File: config.mk
export PLATFORM = sky130hd
export DESIGN_NAME = bankers_resource_allocator_core
export DESIGN_NICKNAME = d
export VERILOG_FILES = /design/src/bra_pkg.sv /design/src/bra_lane.sv /design/src/bankers_resource_allocator_core.sv
export SDC_FILE = /design/constraint.sdc
export NUM_CORES = 2
export LEC_CHECK = 0
export BUFFER_PORTS_ARGS = -buffer_cell sky130_fd_sc_hd__buf_2
export CORE_UTILIZATION = 50
export CTS_CLUSTER_DIAMETER = 120
export DETAILED_ROUTE_END_ITERATION = 10
export GPL_ROUTABILITY_DRIVEN = 0
export PLACE_DENSITY = 0.67
export SYNTH_ARGS = -nofsm -noshare
export SYNTH_HDL_FRONTEND = slang
export SYNTH_SLANG_ARGS = --single-unit
File: constraint.sdc
create_clock -name clk -period 11.9 [get_ports clk]
set_clock_uncertainty 0.15 [all_clocks]
set_input_delay 0 -clock clk [delete_from_list [all_inputs] [get_ports clk]]
set_output_delay 0 -clock clk [all_outputs]
set_load 0.02 [all_outputs]
File: src/bra_pkg.sv
`timescale 1ns / 1ps
package bra_pkg;
  localparam int CUSTOMER_COUNT = 5;
  localparam int RESOURCE_TYPES = 4;
  localparam int CUST_W = 3;
  localparam int AMT_W = 16;
  // signed working width: covers initial minus five allocations, or plus them
  localparam int WORK_W = 20;
  localparam int CFG_W = 64;
  localparam int CFG_IDX_W = 3;

  localparam logic [CFG_IDX_W-1:0] REG_INIT_AVAIL = 3'd0;
  // maximum demand of customer c sits at this index plus c
  localparam logic [CFG_IDX_W-1:0] REG_MAX_DEMAND0 = 3'd1;

  localparam logic [2:0] ST_DONE = 3'd0;
  localparam logic [2:0] ST_BAD_CUST = 3'd1;
  localparam logic [2:0] ST_EXCEEDS = 3'd2;
  localparam logic [2:0] ST_UNSAFE = 3'd3;
  localparam logic [2:0] ST_REL_OVER = 3'd4;

  localparam logic OP_REQUEST = 1'b0;
  localparam logic OP_RELEASE = 1'b1;

  typedef logic [AMT_W-1:0] amt_t;
  typedef amt_t [RESOURCE_TYPES-1:0] amt_vec_t;
  typedef logic signed [WORK_W-1:0] work_t;
  typedef work_t [RESOURCE_TYPES-1:0] work_vec_t;

  // lane to merge: per-lane verdicts
  typedef struct packed {
    logic need_bad;   // request over need or over available
    logic rel_bad;    // release over allocation
    logic fits;       // need fits work vector
  } lane_flags_t;

  function automatic amt_t field16(input logic [CFG_W-1:0] r, input int t);
    return r[t*AMT_W +: AMT_W];
  endfunction
endpackage

File: src/bra_lane.sv
`timescale 1ns / 1ps
// One resource type: checks an amount against need, available and allocation,
// and compares the selected customer's need with the work value.
module bra_lane (
  input  bra_pkg::amt_t  amount,
  input  bra_pkg::amt_t  alloc_cur,
  input  bra_pkg::amt_t  max_cur,
  input  bra_pkg::work_t avail,
  input  bra_pkg::work_t work,
  output bra_pkg::lane_flags_t flags
);
  bra_pkg::work_t need;
  bra_pkg::work_t amt_s;

  // need may go negative after a register change
  assign need = bra_pkg::work_t'({4'd0, max_cur}) - bra_pkg::work_t'({4'd0, alloc_cur});
  assign amt_s = bra_pkg::work_t'({4'd0, amount});

  assign flags.need_bad = (amt_s > need) || (amt_s > avail);
  assign flags.rel_bad = amount > alloc_cur;
  assign flags.fits = !(need > work);
endmodule

File: src/bankers_resource_allocator_core.sv
`timescale 1ns / 1ps
// Banker's allocator core.
// Input: raise start with operation, customer and four amounts; a beat is
// taken at a rising edge where start is high and busy is low.
// Result: out_valid is high for exactly one cycle with out_status; the
// receiver cannot stall, so the result is simply dropped if not sampled.
// Configuration: cfg_valid/cfg_ready write channel, cfg_ready always high;
// write only while idle. Index 0 is the initial amounts, 1..5 the maximum
// demand of customers 0..4; other indexes are ignored.
// Sequence after a beat is taken: a bad customer goes straight to the result.
// Otherwise available is summed over the customers first, one customer per
// cycle, then one check step follows; a release or a refused request answers
// next. A request that reaches the safety check visits one customer per cycle
// in passes over all customers, at most CUSTOMER_COUNT passes: a grant answers
// once every customer is done, an unsafe request after a roll-back step. busy
// stays high through the result beat, so a new item is taken only after the
// result.
// Four lanes, one per resource type, do the compares; a merge combines them.
// Reset clears the allocation table, the configuration registers and the
// sequencer; busy is low after reset.
module bankers_resource_allocator_core (
  input  logic clk,
  input  logic rst_n,
  input  logic start,
  output logic busy,
  input  logic in_operation,
  input  logic [2:0] in_customer,
  input  logic [15:0] in_amount_0,
  input  logic [15:0] in_amount_1,
  input  logic [15:0] in_amount_2,
  input  logic [15:0] in_amount_3,
  output logic out_valid,
  output logic [2:0] out_status,
  input  logic cfg_valid,
  output logic cfg_ready,
  input  logic [bra_pkg::CFG_IDX_W-1:0] cfg_index,
  input  logic [bra_pkg::CFG_W-1:0] cfg_data
);
  typedef enum logic [5:0] {
    S_IDLE  = 6'b000001,
    S_SUM   = 6'b000010,
    S_CHECK = 6'b000100,
    S_SAFE  = 6'b001000,
    S_UNDO  = 6'b010000,
    S_OUT   = 6'b100000
  } state_t;

  localparam int CC = bra_pkg::CUSTOMER_COUNT;
  localparam int RT = bra_pkg::RESOURCE_TYPES;

  state_t state_r, state_nxt;
  logic [bra_pkg::CFG_W-1:0] init_r;
  logic [bra_pkg::CFG_W-1:0] maxd_r [CC];
  bra_pkg::amt_vec_t alloc_r [CC];
  bra_pkg::amt_vec_t amt_r;
  logic op_r;
  logic [bra_pkg::CUST_W-1:0] cust_r, scan_r;
  bra_pkg::work_vec_t work_r;
  logic [CC-1:0] done_r;
  logic progress_r;
  logic [2:0] status_r;

  bra_pkg::amt_vec_t amt_in;
  bra_pkg::amt_vec_t alloc_sel, max_sel;
  bra_pkg::lane_flags_t [RT-1:0] flags;
  logic [bra_pkg::CUST_W-1:0] sel;
  logic any_need_bad, any_rel_bad, all_fit;

  assign amt_in = {in_amount_3, in_amount_2, in_amount_1, in_amount_0};
  assign busy = state_r != S_IDLE;
  assign cfg_ready = 1'b1;
  assign out_valid = state_r == S_OUT;
  assign out_status = status_r;

  // lane customer: the scanned one in sum/safety, else the item's customer
  assign sel = (state_r == S_SUM || state_r == S_SAFE) ? scan_r : cust_r;
  always_comb begin
    alloc_sel = '0;
    max_sel = '0;
    for (int c = 0; c < CC; c++) begin
      if (sel == bra_pkg::CUST_W'(c)) begin
        alloc_sel = alloc_r[c];
        for (int t = 0; t < RT; t++) max_sel[t] = bra_pkg::field16(maxd_r[c], t);
      end
    end
  end

  genvar g;
  generate
    for (g = 0; g < RT; g++) begin : g_lane
      bra_lane u_lane (
        .amount(amt_r[g]), .alloc_cur(alloc_sel[g]), .max_cur(max_sel[g]),
        .avail(work_r[g]), .work(work_r[g]), .flags(flags[g])
      );
    end
  endgenerate

  // merge lane verdicts
  always_comb begin
    any_need_bad = 1'b0;
    any_rel_bad = 1'b0;
    all_fit = 1'b1;
    for (int t = 0; t < RT; t++) begin
      any_need_bad |= flags[t].need_bad;
      any_rel_bad |= flags[t].rel_bad;
      all_fit &= flags[t].fits;
    end
  end

  always_comb begin
    state_nxt = state_r;
    case (state_r)
      S_IDLE:  if (start) state_nxt = (in_customer >= bra_pkg::CUST_W'(CC)) ? S_OUT : S_SUM;
      S_SUM:   if (scan_r == bra_pkg::CUST_W'(CC - 1)) state_nxt = S_CHECK;
      S_CHECK: state_nxt = (op_r == bra_pkg::OP_RELEASE || any_need_bad) ? S_OUT : S_SAFE;
      S_SAFE: begin
        if (&done_r) state_nxt = S_OUT;
        else if (scan_r == bra_pkg::CUST_W'(CC - 1) && !progress_r &&
                 (done_r[scan_r] || !all_fit)) state_nxt = S_UNDO;
      end
      S_UNDO:  state_nxt = S_OUT;
      S_OUT:   state_nxt = S_IDLE;
      default: state_nxt = S_IDLE;
    endcase
  end

  always_ff @(posedge clk) begin
    if (!rst_n) begin
      state_r <= S_IDLE;
      init_r <= '0;
      for (int c = 0; c < CC; c++) begin
        maxd_r[c] <= '0;
        alloc_r[c] <= '0;
      end
      done_r <= '0;
      progress_r <= 1'b0;
      scan_r <= '0;
    end else begin
      state_r <= state_nxt;
      // configuration writes
      if (cfg_valid) begin
        if (cfg_index == bra_pkg::REG_INIT_AVAIL) init_r <= cfg_data;
        else if (cfg_index <= bra_pkg::CFG_IDX_W'(CC))
          maxd_r[cfg_index - bra_pkg::REG_MAX_DEMAND0] <= cfg_data;
      end
      case (state_r)
        S_IDLE: begin
          if (start) begin
            op_r <= in_operation;
            cust_r <= in_customer;
            amt_r <= amt_in;
            status_r <= bra_pkg::ST_BAD_CUST;
            scan_r <= '0;
            for (int t = 0; t < RT; t++)
              work_r[t] <= bra_pkg::work_t'({4'd0, bra_pkg::field16(init_r, t)});
          end
        end
        // subtract one customer's allocation per cycle
        S_SUM: begin
          for (int t = 0; t < RT; t++)
            work_r[t] <= work_r[t] - bra_pkg::work_t'({4'd0, alloc_sel[t]});
          scan_r <= (scan_r == bra_pkg::CUST_W'(CC - 1)) ? '0 : scan_r + 3'd1;
        end
        S_CHECK: begin
          done_r <= '0;
          progress_r <= 1'b0;
          if (op_r == bra_pkg::OP_RELEASE) begin
            if (any_rel_bad) status_r <= bra_pkg::ST_REL_OVER;
            else begin
              status_r <= bra_pkg::ST_DONE;
              for (int t = 0; t < RT; t++)
                alloc_r[cust_r][t] <= alloc_r[cust_r][t] - amt_r[t];
            end
          end else if (any_need_bad) begin
            status_r <= bra_pkg::ST_EXCEEDS;
          end else begin
            // tentative grant: allocation up, work down
            status_r <= bra_pkg::ST_DONE;
            for (int t = 0; t < RT; t++) begin
              alloc_r[cust_r][t] <= alloc_r[cust_r][t] + amt_r[t];
              work_r[t] <= work_r[t] - bra_pkg::work_t'({4'd0, amt_r[t]});
            end
          end
        end
        // one customer per cycle; passes repeat while progress is made
        S_SAFE: begin
          if (!done_r[scan_r] && all_fit) begin
            done_r[scan_r] <= 1'b1;
            for (int t = 0; t < RT; t++)
              work_r[t] <= work_r[t] + bra_pkg::work_t'({4'd0, alloc_sel[t]});
          end
          if (scan_r == bra_pkg::CUST_W'(CC - 1)) begin
            scan_r <= '0;
            progress_r <= 1'b0;
          end else begin
            scan_r <= scan_r + 3'd1;
            if (!done_r[scan_r] && all_fit) progress_r <= 1'b1;
          end
        end
        // roll back the tentative grant
        S_UNDO: begin
          status_r <= bra_pkg::ST_UNSAFE;
          for (int t = 0; t < RT; t++)
            alloc_r[cust_r][t] <= alloc_r[cust_r][t] - amt_r[t];
        end
        default: ;
      endcase
    end
  end

`ifndef SYNTH
  a_out_one: assert property (@(posedge clk) disable iff (!rst_n)
    out_valid |=> !out_valid) else $error("result beat longer than one cycle");
  a_busy_after_start: assert property (@(posedge clk) disable iff (!rst_n)
    (start && !busy) |=> busy) else $error("start not taken");
  a_status_range: assert property (@(posedge clk) disable iff (!rst_n)
    out_valid |-> out_status <= bra_pkg::ST_REL_OVER) else $error("bad status");
  a_undo_unsafe: assert property (@(posedge clk) disable iff (!rst_n)
    state_r == S_UNDO |=> out_status == bra_pkg::ST_UNSAFE) else $error("undo status");
`endif
endmodule
[Yosys cells after proc, flatten, opt, wreduce, memory -nomap -nowiden]
Memory sizes are Yosys's and may differ from the RTL's. A register that Yosys moved wholly into a read port is not among the register bits.
Cells that the tools add are included.
Word-level totals
  output and inout port bits: 6
  register bits after elaboration: 230
  RAM bits: 640
  memories: 2
  logic and storage cells: 211
Operators by class
  bitwise gates (word level): 18
  equal/unequal tests: 19
  $lt $le $gt $ge: 20
  reduce and logical (&&, ||, !) cells: 36
  multiplexer cells: 74
  add/subtract/negate cells: 26
Memory list
  alloc_r: depth 5, bits a word 64, rd ports 6, clocked after Yosys merged registers in 1, wr ports 5, line bankers_resource_allocator_core.sv:54  | bra_pkg::amt_vec_t alloc_r [CC];
  maxd_r: depth 5, bits a word 64, rd ports 5, clocked after Yosys merged registers in 0, wr ports 5, line bankers_resource_allocator_core.sv:53  | logic [bra_pkg::CFG_W-1:0] maxd_r [CC];
Operator list (number)
  2-to-1 mux 64 bit: 12
  2-to-1 mux 80 bit: 4
  one-hot mux 80 bit (4 select lines): 1
  greater-than comparator 17 x 20 -> 1 bit: 8
  subtractor 20 x 17 -> 20 bit: 8
  2-to-1 mux 16 bit: 8
  OR reduction 64 bit: 2
  adder 20 x 17 -> 20 bit: 4
  greater-than comparator 20 bit: 4
  subtractor 16 x 16 -> 17 bit: 4
  adder 16 bit: 4
  greater-than comparator 16 bit: 4
  subtractor 16 bit: 4
  2-to-1 mux 6 bit: 6
  one-hot mux 6 bit (5 select lines): 1
  2-to-1 mux 3 bit: 9
  2-to-1 mux 1 bit: 24
  bitwise OR 1 bit: 14
  one-hot mux 5 bit (2 select lines): 1
  one-hot mux 3 bit (3 select lines): 1
  AND reduction 3 bit: 3
  AND reduction 2 bit: 4
  logical NOT 1 bit: 7
  logical OR 1 bit: 7
  36 further kinds: 49

[Depth between registers and ports, before layout]
  depth after elaboration: 24
  gate-level depth with buffers: 39
  mapped depth without buffers: 31

[Modules after synthesis]
From an unflattened synthesis, not the netlist that was laid out.
Second synthesis, totals
  cell total of the unflattened synthesis: 6528
  area total of the unflattened synthesis: 67762.5 µm²
Modules (own cells, without submodules)
  bankers_resource_allocator_core: area each 57818.0 µm², cells an instance 5180, instances 1, sequential area each 31159.9 µm²
  bra_lane: area each 2486.1 µm², cells an instance 337, instances 4, sequential area each 0.0 µm²

[Least setup slack after synthesis]
OpenSTA, ideal clock, no wires.
  path type: register to register
  start: reg state_r[5]
  end: mem alloc_r[7][0] (netlist bit) (enable)
  arrival time: 11718 ps
  setup slack: -550 ps
  clock period less this slack: 12450 ps
  data required time: 11168 ps
  setup time: 582 ps
  cell stages (with the launch flop): 37
  cells stage by stage: dfxtp_1 -> nor4_1 -> buf_4 -> nand3_1 -> nand2_1 -> buf_6 -> buf_2 -> buf_4 -> clkbuf_1 -> clkbuf_1 -> mux2i_1 -> o21ai_0 -> a222oi_1 -> ha_1 -> nor2b_1 -> o21ai_0 -> nand2b_1 -> a21o_1 -> a21o_1 -> a21oi_1 -> o21ai_0 -> a311oi_1 -> o31ai_1 -> a21oi_1 -> xor2_1 -> ha_1 -> a21o_1 -> a21o_1 -> a211o_1 -> a2111oi_2 -> nor2_1 -> nor4_2 -> nand4_1 -> nor4_1 -> buf_4 -> inv_2 -> a211oi_1
RTL lines
  start, declared: line bankers_resource_allocator_core.sv:51  | state_t state_r, state_nxt;
  start signal, assigned: line bankers_resource_allocator_core.sv:139  | state_r <= state_nxt;
  end, declared: line bankers_resource_allocator_core.sv:54

==> results.toml <==
[synth]
synth_seq_cells = 1065
avgSynthCellArea_um2 = 10.84
ys_types = 104
yosys_warnings = 0
syn-num-nets = 6825
postSynthCellCount = 6125
ys_seq_area_frac = 0.4692
async_flop_share = 0
synth_edf_count = 983
synthesis.area_mm2 = 0.06640
synth_flop_cell = "edfxtp_1"

[critical_path]
critPathKind = "reg2reg"
ff2ff_path_depth = 30
required_ns = 12.10
crit_fanout = 64
path_common_cell = "a21o_1"
reg2reg_from = "state_r[3]$_SDFFE_PN0P_"
slowest_delay_ns = 0.82
crit_start = "state_r[3]$_SDFFE_PN0P_"
cp-start-kind = "flip-flop"
regToRegSetupSlack_ns = 1.62
r2r_end = "alloc_r[0][53]$_SDFFCE_PN0P_"
crit_path_end_kind = "flip-flop"
endpoint = "alloc_r[0][53]$_SDFFCE_PN0P_"
crit_slowest_cell = "nand2_4"
arrival_ns = 10.48

[routing]
wl_met2_mm = 102.1
wl_met1_mm = 80.20
top_layer = "met5"
drtIter0Drc = 5448
ant_nets = 0
drt-pass1-iter-count = 6
wl_per_cell_um = 25.63
via_per_inst = 6.158
wirelength_mm = 214.5
wl_met3_mm = 17.73
drc_errors = 0
dr_total_vias = 51550

[sta]
hold_violations = 0
fin_crit_ns = 10.28
rsz0062_at_grt = "false"
relSlewSlack = 0.1431
final_max_slew_viol_count = 0
finalCritPeriodShare = 0.8642
worst_pin_slew_ns = 1.281
setup_viol = 0
hold_ws_ns = 0.04115
max_freq_mhz = 97.23
fin_setup_tns_ns = 0

[power]
ir_drop_v = 0.0001329
p_leak_nw = 30.17
p_per_area_mw_per_mm2 = 163.8
power.total_mw = 12.47

[clock_tree]
clock_tree.root_cell = "clkbuf_16"
postCtsSetupRepairBufs = 0
clockBufferDepth = 3
cts_tree = "yes"
htree_levels = 3
insertion_delay_ns = 0.75
cts_sinks = 1065
clkTransAtPathRegs_ns = 0.06
cts_made_buffers = 117

[final_layout]
area.growth.synth_to_final_pct = 14.63
post-route-cell-area_mm2 = 0.07612
fill_cells = 10870
drive_gt1_frac = 0.1078
fin_nets = 7218

[placed_design]
postPlaceCellArea_mm2 = 0.06907
dp.final_hpwl_mm = 144.1
portBuffers = 143

[floorplanning]
dieWidth_um = 366.4
die-area_mm2 = 0.1343
rows = 133
start_util = 0.5045
core_mm2 = 0.1316
die-height_um = 366.4
ios = 145

[outcome]
status = "completed"

[global_route]
grt_util_all_layers = 0.3138
grt_max_degree = 87
overflow = 0
grt_pass1_wl_mm = 317.7
grt_pass1_vias = 51310
antenna_found_initial = 3

[worst_hold_path]
hp-class = "in2reg"
hold_depth = 3

[job]
maxCapViolations = 0
==> cell type report <==
cell class / count / area [um2] / area share
inverters: 430 / 1615 / 0.02122
clock buffers: 147 / 3173 / 0.04169
multi-input cells: 4351 / 32680 / 0.4294
flip-flops and latches: 1065 / 31170 / 0.4095
repair buffers: 553 / 4672 / 0.06138
well taps: 1755 / 2196 / 0.02885
clock inverters: 69 / 606.8 / 0.007972
diodes: 1 / 2.502 / 0.00003288
==> cells in the final DEF (no fill, tap or decap), types with 83 or more instances in the layout <==
master and instances:
clkbuf_16 119, nor2_1 541, a22oi_1 91, a21oi_1 471
edfxtp_1 983, ha_1 540, mux2i_1 120, a21o_1 135
o21a_1 83, xnor2_1 187, dlygate4sd3_1 326, xor2_1 101
and2_1 270, o21ai_0 265, inv_1 426, buf_2 143
mux4_2 129, and3_1 83, nand2_1 420
==> worst min path at each step <==
stage,slack (ns),to,startpoint
finish,0.04,maxd_r[0][61]$_SDFFCE_PN0P_,cfg_data[61]
global route,0.04,maxd_r[4][61]$_SDFFCE_PN0P_,cfg_data[61]
CTS,0.00002,maxd_r[2][61]$_SDFFCE_PN0P_,cfg_data[61]
detailed placement,0.03,amt_r[11]$_DFFE_PP_,in_amount_0[11]
global placement,0.03,amt_r[7]$_DFFE_PP_,in_amount_0[7]
floorplan,-0.05,amt_r[0]$_DFFE_PP_,in_amount_0[0]
==> routing by layer <==
metal  vias up  track usage
met5         -            0
met4         2       0.1881
met3       556      0.04851
met2      2481       0.5240
met1     25210       0.3839
li1      23300            -
==> timing repair <==
item | 4_1_cts | 5_1_grt
gates resized for setup | 0 | 0
hold buffers | 326 | 0
hold endpoints to repair | 469 | 0
==> report_power, final <==
group / switching [mW] / total [mW] / internal [mW] / leakage [nW]
sequential: 0.156 / 4.54 / 4.38 / 10.2
clock: 1.58 / 3.64 / 2.06 / 1.83
combinational: 2.63 / 4.29 / 1.66 / 18.2
total: 4.37 / 12.5 / 8.10 / 30.2
==> cell families (layout without fill, tap and decap cells) <==
group                      count (synthesis)  in the layout  synth area share
adders and majority gates                561            561            0.1080
AOI/OAI and AO/OA                       1457           1457            0.1423
muxes                                    313            313           0.07269
other                                      1              2        0.00005647
xor gates and xnor gates                 294            294           0.03946
and+or+nand+nor                         1725           1725            0.1256
DFF                                     1065           1065            0.4692
buffers and inverters                    709           1199           0.04264
==> stage by stage <==
stage                 util  setup WS, ns  instances
floorplan                -         1.542       6125
global placement    0.5247         1.930       7828
detailed placement  0.5247         1.868       7828
CTS                 0.5783         1.828       8370
global route        0.5783         1.007       8370
finish              0.5783         1.616       8371
==> flip-flops by register name, indices dropped and copies added (netlist names), named ones only <==
name,count
done_r,5
op_r,1
amt_r,64
init_r,64
progress_r,1
out_status,3
state_r,6
scan_r,3
alloc_r,512
cust_r,3
work_r,80
maxd_r,320
==> Yosys cell counts (all sizes together) (55+ instances only) <==
master  number  share of area
xor2       101          0.013
a21oi      472          0.036
and3        87         0.0082
o21ai      280          0.021
edfxtp     983           0.44
nand3       70         0.0053
ha         541           0.10
buf         92         0.0078
and2       271          0.026
a22oi       91          0.010
nor2b       63         0.0059
nor2       548          0.031
clkbuf     187          0.011
dfxtp       82          0.025
mux2i      120          0.018
o21a        84         0.0095
a222oi      55         0.0083
mux2        64          0.011
a21o       135          0.015
xnor2      193          0.026
nor3        60         0.0045
mux4       129          0.044
inv        429          0.024
nand2      429          0.024
==> worst max-delay path: cells and delay by family (launching register included) <==
| family | cells | cell delay (ns) |
|---|---|---|
| compound gates | 14 | 3.42 |
| xor+xnor | 2 | 0.82 |
| fa+ha+maj | 2 | 0.55 |
| buf+inv | 2 | 0.73 |
| flops | 1 | 0.43 |
| mux | 1 | 0.23 |
| simple gates | 9 | 3.42 |
(Power assumes the default switching activity.)
